`config.mk`:
```
export PLATFORM = sky130hd
export DESIGN_NAME = rgb_to_hsb
export DESIGN_NICKNAME = d
export VERILOG_FILES = /design/src/design/rhb_pkg.sv /design/src/design/rhb_front.sv /design/src/design/rhb_cell.sv /design/src/design/rgb_to_hsb.sv
export SDC_FILE = /design/constraint.sdc
export NUM_CORES = 2
export LEC_CHECK = 0
export BUFFER_PORTS_ARGS = -buffer_cell sky130_fd_sc_hd__buf_2
export CAP_MARGIN = 0
export CELL_PAD_IN_SITES_DETAIL_PLACEMENT = 0
export CELL_PAD_IN_SITES_GLOBAL_PLACEMENT = 2
export CORE_MARGIN = 1.5
export CORE_UTILIZATION = 45
export DETAILED_ROUTE_END_ITERATION = 16
export PLACE_DENSITY = 0.89
export SETUP_SLACK_MARGIN = 0.5
export SLEW_MARGIN = 5
export SYNTH_ARGS = -nofsm -noshare
export SYNTH_HDL_FRONTEND = slang
export SYNTH_SLANG_ARGS = --single-unit
```
`constraint.sdc`:
```
create_clock -name clk -period 8.2 [get_ports clk]
set_clock_uncertainty 0.15 [all_clocks]
set_input_delay 1.23 -clock clk [delete_from_list [all_inputs] [get_ports clk]]
set_output_delay 1.23 -clock clk [all_outputs]
set_load 0.005 [all_outputs]
```
`src/design/rhb_pkg.sv`:
```
`timescale 1ns / 1ps
// ----------------------------------------------------------------------------
// rhb_pkg: shared types and constants for the RGB to HSB converter
// Widths of the color fields, the divider lane format and the chain length.
// ----------------------------------------------------------------------------
package rhb_pkg;

    localparam int PCT_W  = 7;     // percent channel width
    localparam int HUE_W  = 16;
    localparam int SAT_W  = 8;
    localparam int BRI_W  = 8;
    localparam int QUO_W  = 16;    // quotient bits produced by the chain
    localparam int DIV_W  = 10;    // divisor width, six times the channel span
    localparam int NUM_W  = DIV_W + QUO_W;
    localparam int STAGES = QUO_W; // one quotient bit per cell

    // Brightness: floor(255 * max / 100) as a multiply by 5243 / 2^19.
    // Exact for 255 * max up to 32385, the top of the 7-bit field.
    localparam int RECIP_W   = 13;
    localparam int BRI_SHIFT = 19;
    localparam int BPROD_W   = QUO_W + RECIP_W;
    localparam int BQ_W      = BPROD_W - BRI_SHIFT;
    localparam logic [RECIP_W-1:0] BRI_RECIP = RECIP_W'(5243);

    // One long-division lane: partial remainder, divisor, and a word that
    // holds the unconsumed dividend bits on top and the quotient bits below.
    typedef struct packed {
        logic [DIV_W-1:0] rem;
        logic [DIV_W-1:0] dvs;
        logic [QUO_W-1:0] word;
    } lane_t;

    typedef struct packed {
        lane_t            hue;
        lane_t            sat;
        logic [BRI_W-1:0] bri;
    } token_t;

endpackage

```
`src/design/rhb_front.sv`:
```
`timescale 1ns / 1ps
// ----------------------------------------------------------------------------
// rhb_front: sector decode and dividend setup
// Finds max, min and the hue sector, loads the two divider lanes and
// forms the brightness.
// ----------------------------------------------------------------------------
module rhb_front (
    input  logic                     clk,
    input  logic                     rst_n,
    input  logic                     start,
    input  logic [rhb_pkg::PCT_W-1:0] red_pct,
    input  logic [rhb_pkg::PCT_W-1:0] green_pct,
    input  logic [rhb_pkg::PCT_W-1:0] blue_pct,
    output logic                     valid,
    output rhb_pkg::token_t          tok
);
    import rhb_pkg::*;

    logic [PCT_W-1:0] mx;
    logic [PCT_W-1:0] mn;
    logic [PCT_W-1:0] d;
    logic [DIV_W-1:0] r;
    logic [DIV_W-1:0] g;
    logic [DIV_W-1:0] b;
    logic [DIV_W-1:0] d1;
    logic [DIV_W-1:0] d2;
    logic [DIV_W-1:0] d4;
    logic [DIV_W-1:0] d6;
    logic [DIV_W-1:0] n;
    logic [NUM_W-1:0] hue_num;
    logic [QUO_W-1:0] sat_num;
    logic [QUO_W-1:0] bri_num;
    logic [BPROD_W-1:0] bri_prod;
    logic [BQ_W-1:0]  bri_q;
    token_t           tok_next;
    logic             valid_reg;
    token_t           tok_reg;

    always_comb
    begin
        mx = red_pct;
        mn = red_pct;
        if (green_pct > mx) mx = green_pct;
        if (blue_pct > mx)  mx = blue_pct;
        if (green_pct < mn) mn = green_pct;
        if (blue_pct < mn)  mn = blue_pct;
        d  = mx - mn;
        r  = DIV_W'(red_pct);
        g  = DIV_W'(green_pct);
        b  = DIV_W'(blue_pct);
        d1 = DIV_W'(d);
        d2 = d1 << 1;
        d4 = d1 << 2;
        d6 = d4 + d2;
    end

    // Position within the hexcone, 0 <= n < 6d.
    always_comb
    begin
        priority if (r >= g && g >= b)
            n = g - b;
        else if (g > r && r >= b)
            n = d2 - (r - b);
        else if (g >= b && b > r)
            n = d2 + (b - r);
        else if (b > g && g > r)
            n = d4 - (g - r);
        else if (b > r && r >= g)
            n = d4 + (r - g);
        else
            n = d6 - (b - g);
    end

    always_comb
    begin
        // 65535 * n and 255 * x as shift and subtract
        hue_num = {n, {QUO_W{1'b0}}} - NUM_W'(n);
        sat_num = QUO_W'({d, 8'b0}) - QUO_W'(d);
        bri_num = QUO_W'({mx, 8'b0}) - QUO_W'(mx);

        // Divide by 100 with a reciprocal multiply; clamp above 100 percent.
        bri_prod = BPROD_W'(bri_num) * BPROD_W'(BRI_RECIP);
        bri_q    = bri_prod[BPROD_W-1:BRI_SHIFT];

        if (d == '0)
        begin
            tok_next.hue.rem  = '0;
            tok_next.hue.dvs  = DIV_W'(1);
            tok_next.hue.word = '0;
        end
        else
        begin
            tok_next.hue.rem  = hue_num[NUM_W-1:QUO_W];
            tok_next.hue.dvs  = d6;
            tok_next.hue.word = hue_num[QUO_W-1:0];
        end

        tok_next.sat.rem  = '0;
        tok_next.sat.dvs  = (mx == '0) ? DIV_W'(1) : DIV_W'(mx);
        tok_next.sat.word = sat_num;

        tok_next.bri = (bri_q[BQ_W-1:BRI_W] != '0) ? {BRI_W{1'b1}} : bri_q[BRI_W-1:0];
    end

    always_ff @(posedge clk or negedge rst_n)
    begin
        if (!rst_n)
            valid_reg <= 1'b0;
        else
            valid_reg <= start;
    end

    always_ff @(posedge clk)
    begin
        tok_reg <= tok_next;
    end

    assign valid = valid_reg;
    assign tok   = tok_reg;

endmodule

```
`src/design/rhb_cell.sv`:
```
`timescale 1ns / 1ps
// ----------------------------------------------------------------------------
// rhb_cell: one restoring division step on the hue and saturation lanes
// Retire one quotient bit per lane, carry brightness, and hand the beat on.
// ----------------------------------------------------------------------------
module rhb_cell (
    input  logic            clk,
    input  logic            rst_n,
    input  logic            feed_valid,
    input  rhb_pkg::token_t feed_tok,
    output logic            hold_valid,
    output rhb_pkg::token_t hold_tok
);
    import rhb_pkg::*;

    logic   valid_reg;
    token_t tok_reg;
    token_t tok_next;

    function automatic lane_t div_step(input lane_t ln);
        logic [DIV_W:0] t;
        logic           ge;
        lane_t          res;
        t  = {ln.rem, ln.word[QUO_W-1]};
        ge = (t >= {1'b0, ln.dvs});
        res.dvs  = ln.dvs;
        res.rem  = ge ? DIV_W'(t - {1'b0, ln.dvs}) : t[DIV_W-1:0];
        res.word = {ln.word[QUO_W-2:0], ge};
        return res;
    endfunction

    always_comb
    begin
        tok_next.hue = div_step(feed_tok.hue);
        tok_next.sat = div_step(feed_tok.sat);
        tok_next.bri = feed_tok.bri;
    end

    always_ff @(posedge clk or negedge rst_n)
    begin
        if (!rst_n)
            valid_reg <= 1'b0;
        else
            valid_reg <= feed_valid;
    end

    always_ff @(posedge clk)
    begin
        tok_reg <= tok_next;
    end

    assign hold_valid = valid_reg;
    assign hold_tok   = tok_reg;

endmodule

```
`src/design/rgb_to_hsb.sv`:
```
`timescale 1ns / 1ps
// ----------------------------------------------------------------------------
// rgb_to_hsb: percent RGB to hexcone hue, saturation and brightness
// A setup stage followed by a row of 16 division cells, one quotient bit each.
// ----------------------------------------------------------------------------
// Path: a start beat is registered by the setup stage and then by each of the 16 cells; done is the last cell's valid.
// Throughput: one color per clock; busy is always low and start is taken
// in every cycle. The rate is set by the cell row: every cell is a register
// stage, so 17 colors can be in flight at once.
// Reset: rst_n clears the valid bits of the setup stage and all cells; data
// registers are not reset. The receiver cannot stall, so done is a pulse.
// ----------------------------------------------------------------------------
module rgb_to_hsb (
    input  logic                      clk,
    input  logic                      rst_n,
    input  logic                      start,
    output logic                      busy,
    input  logic [rhb_pkg::PCT_W-1:0] red_pct,
    input  logic [rhb_pkg::PCT_W-1:0] green_pct,
    input  logic [rhb_pkg::PCT_W-1:0] blue_pct,
    output logic                      done,
    output logic [rhb_pkg::HUE_W-1:0] hue_out,
    output logic [rhb_pkg::SAT_W-1:0] sat_out,
    output logic [rhb_pkg::BRI_W-1:0] bri_out
);
    import rhb_pkg::*;

    // Link k feeds cell k; link 0 comes from the setup stage and the last
    // link holds the finished quotients.
    logic   link_valid [0:STAGES];
    token_t link_tok   [0:STAGES];
    token_t fin;

    // Every beat flows through the row without holding, so never push back.
    assign busy = 1'b0;

    // Setup: max/min, hue sector, the two dividends and the brightness,
    // which is clamped here when a channel is above 100 percent.
    rhb_front u_front (
        .clk       (clk),
        .rst_n     (rst_n),
        .start     (start),
        .red_pct   (red_pct),
        .green_pct (green_pct),
        .blue_pct  (blue_pct),
        .valid     (link_valid[0]),
        .tok       (link_tok[0])
    );

    // Division row: each cell retires one quotient bit of hue and saturation,
    // most significant bit first, carries the brightness along, and advances
    // the beat.
    for (genvar k = 0; k < STAGES; k++)
    begin : g_cell
        rhb_cell u_cell (
            .clk        (clk),
            .rst_n      (rst_n),
            .feed_valid (link_valid[k]),
            .feed_tok   (link_tok[k]),
            .hold_valid (link_valid[k+1]),
            .hold_tok   (link_tok[k+1])
        );
    end

    assign fin  = link_tok[STAGES];
    assign done = link_valid[STAGES];

    // Hue and saturation quotients fit by construction.
    assign hue_out = fin.hue.word[HUE_W-1:0];
    assign sat_out = fin.sat.word[SAT_W-1:0];
    assign bri_out = fin.bri;

endmodule

```
## After elaboration in Yosys (flattened, before gate mapping)

Cells that the tools add are included.

| word-level totals | value |
|---|---|
| input bits | 24 |
| bits in registers | 1319 |
| output and inout bits | 34 |

| operators by class | value |
|---|---|
| muxes and demuxes | 39 |
| add/sub/neg operators | 46 |
| $lt $le $gt $ge | 42 |
| multipliers | 1 |
| reductions and logical operators | 8 |

Operator list:

| kind | number |
|---|---|
| $ge 11x10->1 | 31 |
| $mux 10 | 34 |
| $sub 10x10->10 | 30 |
| $sub 7x7->8 | 6 |
| $gt 7x7->1 | 5 |
| $sub 15x7->16 | 2 |
| $mul 16x13->29 const B | 1 |
| $mux 7 | 4 |
| $sub 26x10->26 | 1 |
| $ge 7x7->1 | 3 |
| $logic_not 7->1 | 2 |
| $lt 7x7->1 | 2 |
| $add 8x10->10 | 1 |
| $add 9x10->10 | 1 |
| $add 9x8->10 | 1 |
| $ge 1x10->1 | 1 |
| $sub 1x10->10 | 1 |
| $sub 8x10->10 | 1 |
| $sub 9x10->10 | 1 |
| $sub 7x7->7 | 1 |
| $logic_and 1x1->1 | 5 |
| $reduce_bool 2->1 | 1 |
| $mux 1 | 1 |

## Depth between registers and ports, before layout

| logic depth | value |
|---|---|
| depth after elaboration | 13 |
| depth in mapped cells | 46 |

## Hierarchy

Synthesis repeated with hierarchy kept, for this count alone.

| unflattened totals | value |
|---|---|
| cells, all modules | 5080 |
| area total of the unflattened synthesis | 57174.8 um^2 |

Modules (own cells, without submodules):

| module | times used | cells each | area an instance (um^2) | sequential area each (um^2) |
|---|---|---|---|---|
| rhb_cell at g_cell[0].u_cell ... | 10 | 233 | 2865.2 | 1626.6 |
| rhb_cell at g_cell[15].u_cell ... | 5 | 234 | 2798.9 | 1626.6 |
| rhb_front | 1 | 1346 | 11654.9 | 1366.3 |
| rhb_cell at g_cell[5].u_cell | 1 | 232 | 2861.5 | 1626.6 |
| rgb_to_hsb | 1 | 2 | 11.3 | 0.0 |

## Worst setup path after synthesis

No wires, ideal clock.

| path | value |
|---|---|
| path kind | input port to flip-flop |
| start | input port red_pct[3] (netlist name) |
| end | register u_front.tok_reg (netlist bit u_front.tok[7]) |
| arrival | 10949 ps |
| setup time | 59 ps |
| cell stages on the path | 43 |
| setup slack | -2959 ps |
| buffers on the path | 2 |
| data required time | 7991 ps |
| cells stage by stage | clkbuf_1 inv_1 ha_1 nand3_2 a21o_1 a21oi_2 mux2i_1 ha_1 nand2_1 nor2_1 a2111oi_1 a221oi_2 o21ai_2 clkbuf_1 nand2_1 o21ai_1 ha_1 nand2_1 [7 not listed] ha_1 inv_1 fa_1 inv_1 ha_1 a21o_1 a21o_1 a21o_1 a21o_1 a21o_1 a21oi_1 o21ai_0 a221oi_1 a21oi_1 a211oi_1 o21bai_1 mux2i_1 nand2b_1 |

| between the ends | value |
|---|---|
| word-level cells in the longest chain between the ends | 7 |

Ends and longest elaborated chain:

| what | line | text |
|---|---|---|
| start, declared | rgb_to_hsb.sv:18 | `input logic [rhb_pkg::PCT_W-1:0] red_pct,` |
| $gt 7x7->1 | rhb_front.sv:43 | `if (green_pct > mx) mx = green_pct;` |
| $mux 7 * | rhb_front.sv:43 |  |
| $gt 7x7->1 | rhb_front.sv:44 | `if (blue_pct > mx) mx = blue_pct;` |
| $mux 7 * | rhb_front.sv:44 |  |
| $sub 15x7->16 * | rhb_front.sv:79 | `bri_num = QUO_W'({mx, 8'b0}) - QUO_W'(mx);` |
| $mul 16x13->29 * | rhb_front.sv:82 | `bri_prod = BPROD_W'(bri_num) * BPROD_W'(BRI_RECIP);` |
| $reduce_bool 2->1 | rhb_front.sv:102 | `tok_next.bri = (bri_q[BQ_W-1:BRI_W] != '0) ? {BRI_W{1'b1}} : bri_q[BRI_W-1:0];` |
| end signal, assigned | rhb_front.sv:115 | `tok_reg <= tok_next;` |
| end, declared | rhb_front.sv:37 | `token_t tok_reg;` |

Every way passes the cells marked *; elsewhere a longest branch is shown, timed or not.
A chain may end at the register's enable or synchronous reset.

## Worst setup path in the final report

| path | value |
|---|---|
| start | input port green_pct[0] (netlist name) |
| end | register u_front.tok_reg (netlist bit u_front.tok[1]) |

| between the ends | value |
|---|---|
| word-level cells in the longest chain between the ends | 7 |

Ends and longest elaborated chain:

| what | line | text |
|---|---|---|
| start, declared | rgb_to_hsb.sv:19 | `input logic [rhb_pkg::PCT_W-1:0] green_pct,` |
| $gt 7x7->1 | rhb_front.sv:43 |  |
| $mux 7 * | rhb_front.sv:43 |  |
| $gt 7x7->1 | rhb_front.sv:44 |  |
| $mux 7 * | rhb_front.sv:44 |  |
| $sub 15x7->16 * | rhb_front.sv:79 |  |
| $mul 16x13->29 * | rhb_front.sv:82 |  |
| $reduce_bool 2->1 | rhb_front.sv:102 |  |

Marks and branches as above.

==> flow_metrics.py <==
metrics = {
    "status": {
        "violations": "setup timing",
        "outcome": "finished, violations left",
    },
    "grt": {
        "overflow": 0,
        "grt_pass1_vias": 31313,
        "grt.total_usage_pct": 17.0,
        "grt_first_pass_wirelength_um": 152000,
        "antenna_found_initial": 0,
        "grt_max_degree": 28,
    },
    "timing": {
        "rsz0062_at_grt": "yes",
        "fmax_mhz": 108,
        "timing.setup.tns_ns": -21.87,
        "max-slew-margin-rel_pct": 17.8,
        "worstMarginPinSlew_ns": 1.23,
        "period_needed_ns": 9.25,
        "drv_slew": 0,
        "fin_crit_sh_pct": 113,
        "setup_viol": 27,
        "finalHoldViolations": 0,
        "setup_ws_ns": -1.05,
    },
    "logic_synthesis": {
        "yosysSeqAreaShare_pct": 49.2,
        "synthTopCellsByCount": "dfxtp_1 (1,162), inv_1 (637), ha_1 (485)",
        "yosys.cell_types.count": 106,
        "avgSynthCellArea_um2": 10.3,
        "synthCells": 4676,
        "ys_seq_elements": 1179,
        "synthArstFlopShare_pct": 1.44,
        "synthFlopType": "dfxtp_1",
        "synth_top_area_cell": "dfxtp_1",
        "synth_warnings": 0,
        "synth_edf_count": 0,
        "synthesis.area_um2": 48200,
        "synth.most_common_cell": "dfxtp_1",
        "synth_area_leaders": "dfxtp_1 (48%), ha_1 (13%), inv_1 (5.0%)",
        "synth_top_area_share_pct": 48.3,
    },
    "cts": {
        "cts_num_sinks": 1179,
        "insertion_delay_ns": 0.67,
        "cts_tree": "done",
        "htreeDepth": 3,
        "cts_root_buffer": "clkbuf_16",
        "path_clk_slew_ns": 0.06,
        "cts_made_buffers": 112,
        "clockBufferDepth": 3,
    },
    "routing": {
        "dr.pass1.iters": 6,
        "drt-initial-drc-count": 1171,
        "post_drt_wl_per_cell_um": 13.8,
        "num_vias": 31041,
        "routed_wl_um": 91300,
        "antenna_left": 0,
        "viasPerCell": 4.69,
        "drc": 0,
    },
    "critical_path": {
        "setup.worst_path.end_class": "register",
        "critPathMaxStageDelay_ns": 0.52,
        "r2r-start": "g_cell[7].u_cell.hold_tok[61]",
        "start_kind": "primary input",
        "crit_end": "u_front.tok[1]",
        "startpoint": "green_pct[0]",
        "cpMostUsedCell": "a21o_1",
        "required_ns": 8.61,
        "reg2reg_slack_ns": 3.84,
        "crit_path_top_delay_cell": "fa_1",
        "r2r_cells": 17,
        "path_max_fanout": 8,
        "cp_data_arrival_time_ns": 9.66,
        "r2r-end": "g_cell[8].u_cell.hold_tok[78]",
        "path_class": "in2reg",
    },
    "final_layout": {
        "n_fill_cell": 9392,
        "drive_above_1_share_pct": 15.5,
        "num_antenna_cells": 0,
        "areaGrowthSynthToFinish_pct": 19.3,
        "largest_register_ff_count": 1095,
        "final_nets": 5767,
    },
    "die": {
        "dieHeight_um": 330,
        "core_area_um2": 106000,
        "dieArea_um2": 109000,
        "row_count": 119,
        "ios": 58,
        "die_w_um": 330,
        "start_util_pct": 45.6,
    },
    "place": {
        "hpwl_um": 71500,
        "routabilityCongestion": 0.918,
        "io_buffer_count": 56,
    },
    "worst_hold_path": {
        "hold_class": "reg2reg",
    },
    "job": {
        "drv_cap": 0,
    },
}
==> how the worst min path moves through the flow <==
stage	from	to	cells past startpoint
after floorplan	u_front.tok[0]	g_cell[0].u_cell.hold_tok[0]	0
after global placement	g_cell[0].u_cell.hold_tok[3]	g_cell[1].u_cell.hold_tok[3]	0
after detailed placement	u_front.tok[15]	g_cell[0].u_cell.hold_tok[16]	0
after CTS	g_cell[5].u_cell.hold_tok[47]	g_cell[6].u_cell.hold_tok[48]	0
after global routing	g_cell[5].u_cell.hold_tok[47]	g_cell[6].u_cell.hold_tok[48]	0
final	g_cell[2].u_cell.hold_tok[18]	g_cell[3].u_cell.hold_tok[19]	0
==> logic make-up (layout without fill, tap and decap cells) <==
family | Yosys count | after routing | share of synthesized area (%)
fa+ha+maj | 599 | 599 | 17.3
mux | 55 | 55 | 1.23
compound gates | 866 | 867 | 11.3
xor+xnor | 264 | 264 | 4.88
buf+inv | 723 | 1268 | 5.71
flops | 1179 | 1179 | 49.2
other cells | 2 | 9 | 0.0156
simple gates | 988 | 988 | 10.3
==> per-layer routing <==
metal | GRT usage, % | vias up | wire [µm]
met5 | 0 | - | 0
met2 | 28.8 | 266 | 42200
met3 | 2.41 | 134 | 2410
met4 | 5.48 | 0 | 2460
li1 | - | 16411 | -
met1 | 22.4 | 14230 | 44300
==> per-stage QoR <==
stage	util (%)	instances	hold slack, ns	worst slack (ns)	cell area (µm²)
5_1_grt	54.3	6620	0.157	-1.40	57400
4_1_cts	54.1	6615	0.153	-1.02	57200
2_1_floorplan	-	4683	0.160	-1.78	48600
3_5_place_dp	50.0	6386	0.162	-2.14	52800
3_3_place_gp	50.0	6386	0.160	-2.05	52800
6_report	54.3	6620	0.165	-1.05	57400
==> worst max-delay path: cells and delay by family <==
family	cells	cell delay, ns
compound gates	21	3.74
fa+ha+maj	10	2.94
buf+inv	11	0.90
mux	2	0.41
simple gates	3	0.28
xor+xnor	1	0.17
==> layout by cell type (no fill, tap or decap), types with 59 or more instances in the layout <==
cell          n
inv_1       618
nor2b_1      93
fa_1        108
and2_1       59
o21ai_0     266
a21oi_1     223
xor2_1       77
xnor2_1     169
clkbuf_16   114
nor2_1      231
a21o_1      101
ha_1        466
nand2b_1    103
dfxtp_1    1162
buf_4       359
nand2_1     252
==> what timing repair did <==
item | in CTS | in global routing
gates cloned | 2 | 0
setup endpoints to repair | 31 | 32
pin swaps | 44 | 28
buffers inserted | 28 | 5
endpoints found under the hold margin | 0 | 0
resized for setup | 73 | 47
hold buffers | 0 | 0
==> final cells by class <==
| cell class | instances | area (µm²) | share of cell area [%] |
|---|---|---|---|
| Clock inverter | 43 | 507 | 0.882 |
| Inverter | 640 | 2420 | 4.22 |
| Multi-Input combinational cell | 2782 | 22700 | 39.5 |
| Clock buffer | 156 | 3180 | 5.54 |
| Tap cell | 1391 | 1740 | 3.03 |
| Sequential cell | 1179 | 23700 | 41.2 |
| Timing Repair Buffer | 429 | 3200 | 5.57 |
Power is left out: the tool's default activity adds up to more than one toggle a clock period on the data nets, which glitch-free logic cannot reach.
